===== src/hdl/tsd_oct_acc.sv =====
// ----------------------------------------------------------------------------
// tsd_oct_acc
// Saturating octal shift-in of one character into a field accumulator.
// ----------------------------------------------------------------------------
module tsd_oct_acc #(
  parameter int unsigned W = 21
) (
  input  logic [W-1:0] acc_i,
  input  logic [7:0]   char_i,
  output logic [W-1:0] acc_o,
  output logic         digit_o
);

  logic sat;

  assign digit_o = char_i inside {[8'h30:8'h37]};
  // acc*8+d fits only while the top three bits are clear
  assign sat     = |acc_i[W-1:W-3];
  assign acc_o   = sat ? '1 : {acc_i[W-4:0], char_i[2:0]};

endmodule

===== config.mk =====
export PLATFORM = sky130hd
export DESIGN_NAME = tsd_oct_acc
export DESIGN_NICKNAME = d
export VERILOG_FILES = /design/src/hdl/tsd_oct_acc.sv
export SDC_FILE = /design/constraint.sdc
export NUM_CORES = 1
export LEC_CHECK = 0
export ABC_AREA = 1
export BUFFER_PORTS_ARGS = -buffer_cell sky130_fd_sc_hd__clkbuf_2
export CORE_AREA = 2 2 39 41
export DETAILED_ROUTE_END_ITERATION = 16
export DIE_AREA = 0 0 41 43
export GPL_TIMING_DRIVEN = 0
export SLEW_MARGIN = 10
export SYNTH_ARGS = -nofsm -noshare
export SYNTH_HDL_FRONTEND = slang
export SYNTH_SLANG_ARGS = --single-unit

===== constraint.sdc =====
create_clock -name vclk -period 0.8
set_clock_uncertainty 0.2 [all_clocks]
set_input_delay 0.04 -clock vclk [all_inputs]
set_output_delay 0.04 -clock vclk [all_outputs]
set_load 0.01 [all_outputs]

==> metrics.txt, run 1 <==
status=finished, violations left; failing checks=negative setup slack; WHS=155 ps; FFs & Latches=0; worst-path cell chain=clkbuf_2 -> nor2_4 -> buf_6 -> nand3b_1 -> clkbuf_2; CP bufs+invs=3; GRT overflow=0; worst-margin pin slew=110 ps; Finished Core Util=37.1%; final hold vios=0; largest net degree at the start of global routing=11; IO buf count=51; # hold bufs at CTS=0; Crit path largest cell delay=150 ps; commonest non-fill, non-tap cell in the layout=clkbuf_2; CP arrival=630 ps; Unique masters post-synth=9; Worst VDD drop=0.127 mV; first-pass GRT wire length=1.19 mm; vias in the first global route=321; total global-route track usage=8.79%; IO Count=51; Tmin final=872 ps; Site Rows=14; # setup viols final=20; Reg area=0 sq um; area grow syn2layout=125%; Synth area leaders=nand3b_1 66%, buf_6 9.9%, inv_1 6.6%; DR WL/cell=8.53 um; Crit Path Category=primary input to output pin; post-synthesis instance area=228 sq um; DR pass1 iterations=4; clkbuf count=0; dpl ws=-118 ps; Fin Setup TNS=-1260 ps; initial antenna violation count=0; # fillers=158; Post-CTS Setup Bufs=0; worst-path maximum fanout=10; Core Box Area=1380 sq um; crit-path leading delay family=buffers and inverters; syn_area_per_cell=6.90 sq um; placed cells=100; Final WS setup=-72.5 ps; Cells on Worst Hold Path=3; vias per cell=4.21; f_max=1150 MHz; final WL=853 um; Ys Warns=0; Setup crit end kind=output pin; layout cells sized above 1=67.9%; CP required=560 ps; fin crit share=109%; Initial Util=16.5%; Slew Viols, Final=0; Critical Path Start Type=primary input; cell type with the largest total area after synthesis=nand3b_1; unrepaired setup endpoints after global routing=true; Placed Area=503 sq um; fin area=513 sq um; leakage=0.282 nW; die area=1760 sq um; Placer Congestion=0.621; Cells after Synth=33; NumNets Final=115; slowest CP cell=buf_6; commonest non-fill, non-tap cells in the layout=51 x clkbuf_2, 20 x nand3b_1, 4 x inv_1, 2 x buf_6, 2 x buf_4; # diodes=0; PwrDens=377 nW/um^2; most frequent CP cell=clkbuf_2; Routed Antenna Nets=0; Vias=421; die width=41 um; Hold WC Path Type=primary input to output pin; Remaining DRCs=0; syn_nets=62; Die Height=43 um; Finished Layout Cells=100; Max transition margin=92.6%; sequential fraction of the synthesis area=0%; hpwl dp=790 um; post-layout power=0.193 mW; Max-cap violations=0; Synth top area share=65.9%; Critical Path Stages=5; area of the multi-input gates=185 sq um; initial drt markers=3
layer usage:
| layer | GRT usage, % | part of all wire, % | vias up |
|---|---|---|---|
| met5 | 0 | 0 | - |
| met4 | 0 | 0 | 0 |
| met3 | 0 | 11 | 0 |
| met2 | 19.1 | 54 | 23 |
| met1 | 8.54 | 35 | 182 |
| li1 | - | - | 216 |
where the power goes:
part,leakage (nW),internal [mW],switching (mW)
combinational,0.282,0.112,0.0815
clock,0,0,0
sequential,0,0,0
total,0.282,0.112,0.0815
cells in the mapped netlist:
cell type	n
nand3_1	1
buf_6	2
buf_2	2
nor2_2	1
nand2_1	1
nand3b_2	1
inv_1	4
nand3b_1	20
nor2_1	1
cells by family (layout without fill, tap and decap cells):
group                  count (synthesis)  count (layout)  share of synthesized area (%)
buffers and inverters                  8              59                           20.9
and+or+nand+nor                       25              25                           79.1
final timing paths:
kind         to  slack, ps       from
max   acc_o[20]        -70  acc_i[19]
min   acc_o[12]        160   acc_i[9]
what timing repair did:
action | in CTS | in global routing
hold endpoints to repair | 0 | 0
endpoints found under the setup margin | 20 | 20
gates resized for setup | 3 | 0
layout make-up:
type,instances,share of cell area [%]
well taps,16,3.90
inverters,4,2.93
multi-input cells,25,36.1
plain buffers,4,7.32
repair buffers,51,49.8
Note: power is estimated with default switching activity, not from simulation.
==> run 2, diff against run 1 <==
- ABC_CLOCK_PERIOD_IN_PS: default -> 800
- CORE_AREA: 2 2 39 41 -> 3 3 40 42
- DIE_AREA: 0 0 41 43 -> 0 0 43 45
==> run 2 against run 1 <==
Effect of this change:
- the flow still finishes with violations (negative setup slack)
- global-route usage grew 0.66 points
- highest routed layer unchanged
- final cell count grew 1.0%
- critical path depth is the same
- count of clock-buffer cells in the layout is the same
==> metrics.txt, run 2 (synthesis gave the netlist of run 1 again) <==
total global-route track usage=9.45%; Critical Path Start Type=primary input; die area=1940 sq um; Final WS setup=-93.8 ps; Vias=418; Setup crit end kind=output pin; commonest non-fill, non-tap cells in the layout=49 x clkbuf_2, 20 x nand3b_1, 4 x buf_6, 4 x inv_1; unrepaired setup endpoints after global routing=true; Hold WC Path Type=primary input to output pin; Finished Core Util=41.6%; CP required=560 ps; clkbuf count=0; Die Height=45 um; Core Box Area=1280 sq um; Worst Hold Endpoint=acc_o[9]; Remaining DRCs=0; IO Count=51; # fillers=141; Tmin final=894 ps; Site Rows=13; worst-margin pin slew=129 ps; vias per cell=4.14; FFs & Latches=0; worst-path maximum fanout=5; dpl ws=-128 ps; Fin Setup TNS=-1380 ps; Max transition margin=91.4%; GRT overflow=0; failing checks=negative setup slack; DR WL/cell=9.26 um; # diodes=0; Cells on Worst Hold Path=3; Routed Antenna Nets=0; final WL=935 um; status=finished, violations left; Placer Congestion=0.611; initial drt markers=1; IO buf count=51; Hold Crit Start=acc_i[6]; first-pass GRT wire length=1.52 mm; hpwl dp=817 um; leakage=0.293 nW; PwrDens=384 nW/um^2; DR pass1 iterations=3; Slew Viols, Final=0; vias in the first global route=381; NumNets Final=117; CP arrival=650 ps; commonest non-fill, non-tap cell in the layout=clkbuf_2; die width=43 um; Initial Util=17.7%; Max-cap violations=0; # setup viols final=21; final hold vios=0; Worst VDD drop=0.137 mV; layout cells sized above 1=68.6%; Reg area=0 sq um; fin crit share=112%; Crit Path Category=primary input to output pin; largest net degree at the start of global routing=11; f_max=1120 MHz; # hold bufs at CTS=0; area grow syn2layout=135%; initial antenna violation count=0
run 2: cell count changes in the layout (fill, tap and decap cells not counted), sizes merged:
cell | previous run | this run
clkbuf | 51 | 49
buf | 4 | 8
run 2: area by class of cell:
type	instances	area [sq um]	share of cell area, %
timing repair buffer	53	274	51.3
inverter	4	15.0	2.81
tap	15	18.8	3.51
multi-input combinational	25	185	34.7
buffer	4	41.3	7.73
run 2: worst max path at each step:
stage / from / endpoint / cells after the start
after floorplan: acc_i[19] / acc_o[11] / 3
after global placement: acc_i[19] / acc_o[8] / 5
after detailed placement: acc_i[19] / acc_o[6] / 5
after CTS: acc_i[19] / acc_o[6] / 5
after global routing: acc_i[19] / acc_o[5] / 5
final: acc_i[19] / acc_o[2] / 5
run 2: per-stage QoR:
step	hold slack, ps	area [sq um]	std cells	power (mW)
2_1_floorplan	-5.89	228	33	0.0905
3_3_place_gp	157	502	99	0.186
3_5_place_dp	160	502	99	0.190
4_1_cts	160	507	99	0.193
5_1_grt	166	534	101	0.228
6_report	155	534	101	0.205
run 2: per-layer routing:
layer	global-route usage [%]	up-vias	share of wire, %	wire length [um]
met5	0	-	0	0
met4	0	0	0	0
met3	1.99	0	13	126
li1	-	220	-	-
met2	18.0	26	51	478
met1	11.7	172	35	330
run 2: critical path, cell delays in order:
cell and delay, ps:
buf_6 90, nor2_4 140, buf_2 170, nand3b_1 80, clkbuf_2 130
run 2: what timing repair did:
item | in CTS | in global routing
cloned | 0 | 1
buffers inserted | 0 | 1
gates resized for setup | 1 | 8
endpoints found under the setup margin | 20 | 20
run 2: power breakdown:
part           switching (mW)  total, mW  internal [mW]
sequential                  0          0              0
combinational          0.0838      0.205          0.121
clock                       0          0              0
total                  0.0838      0.205          0.121
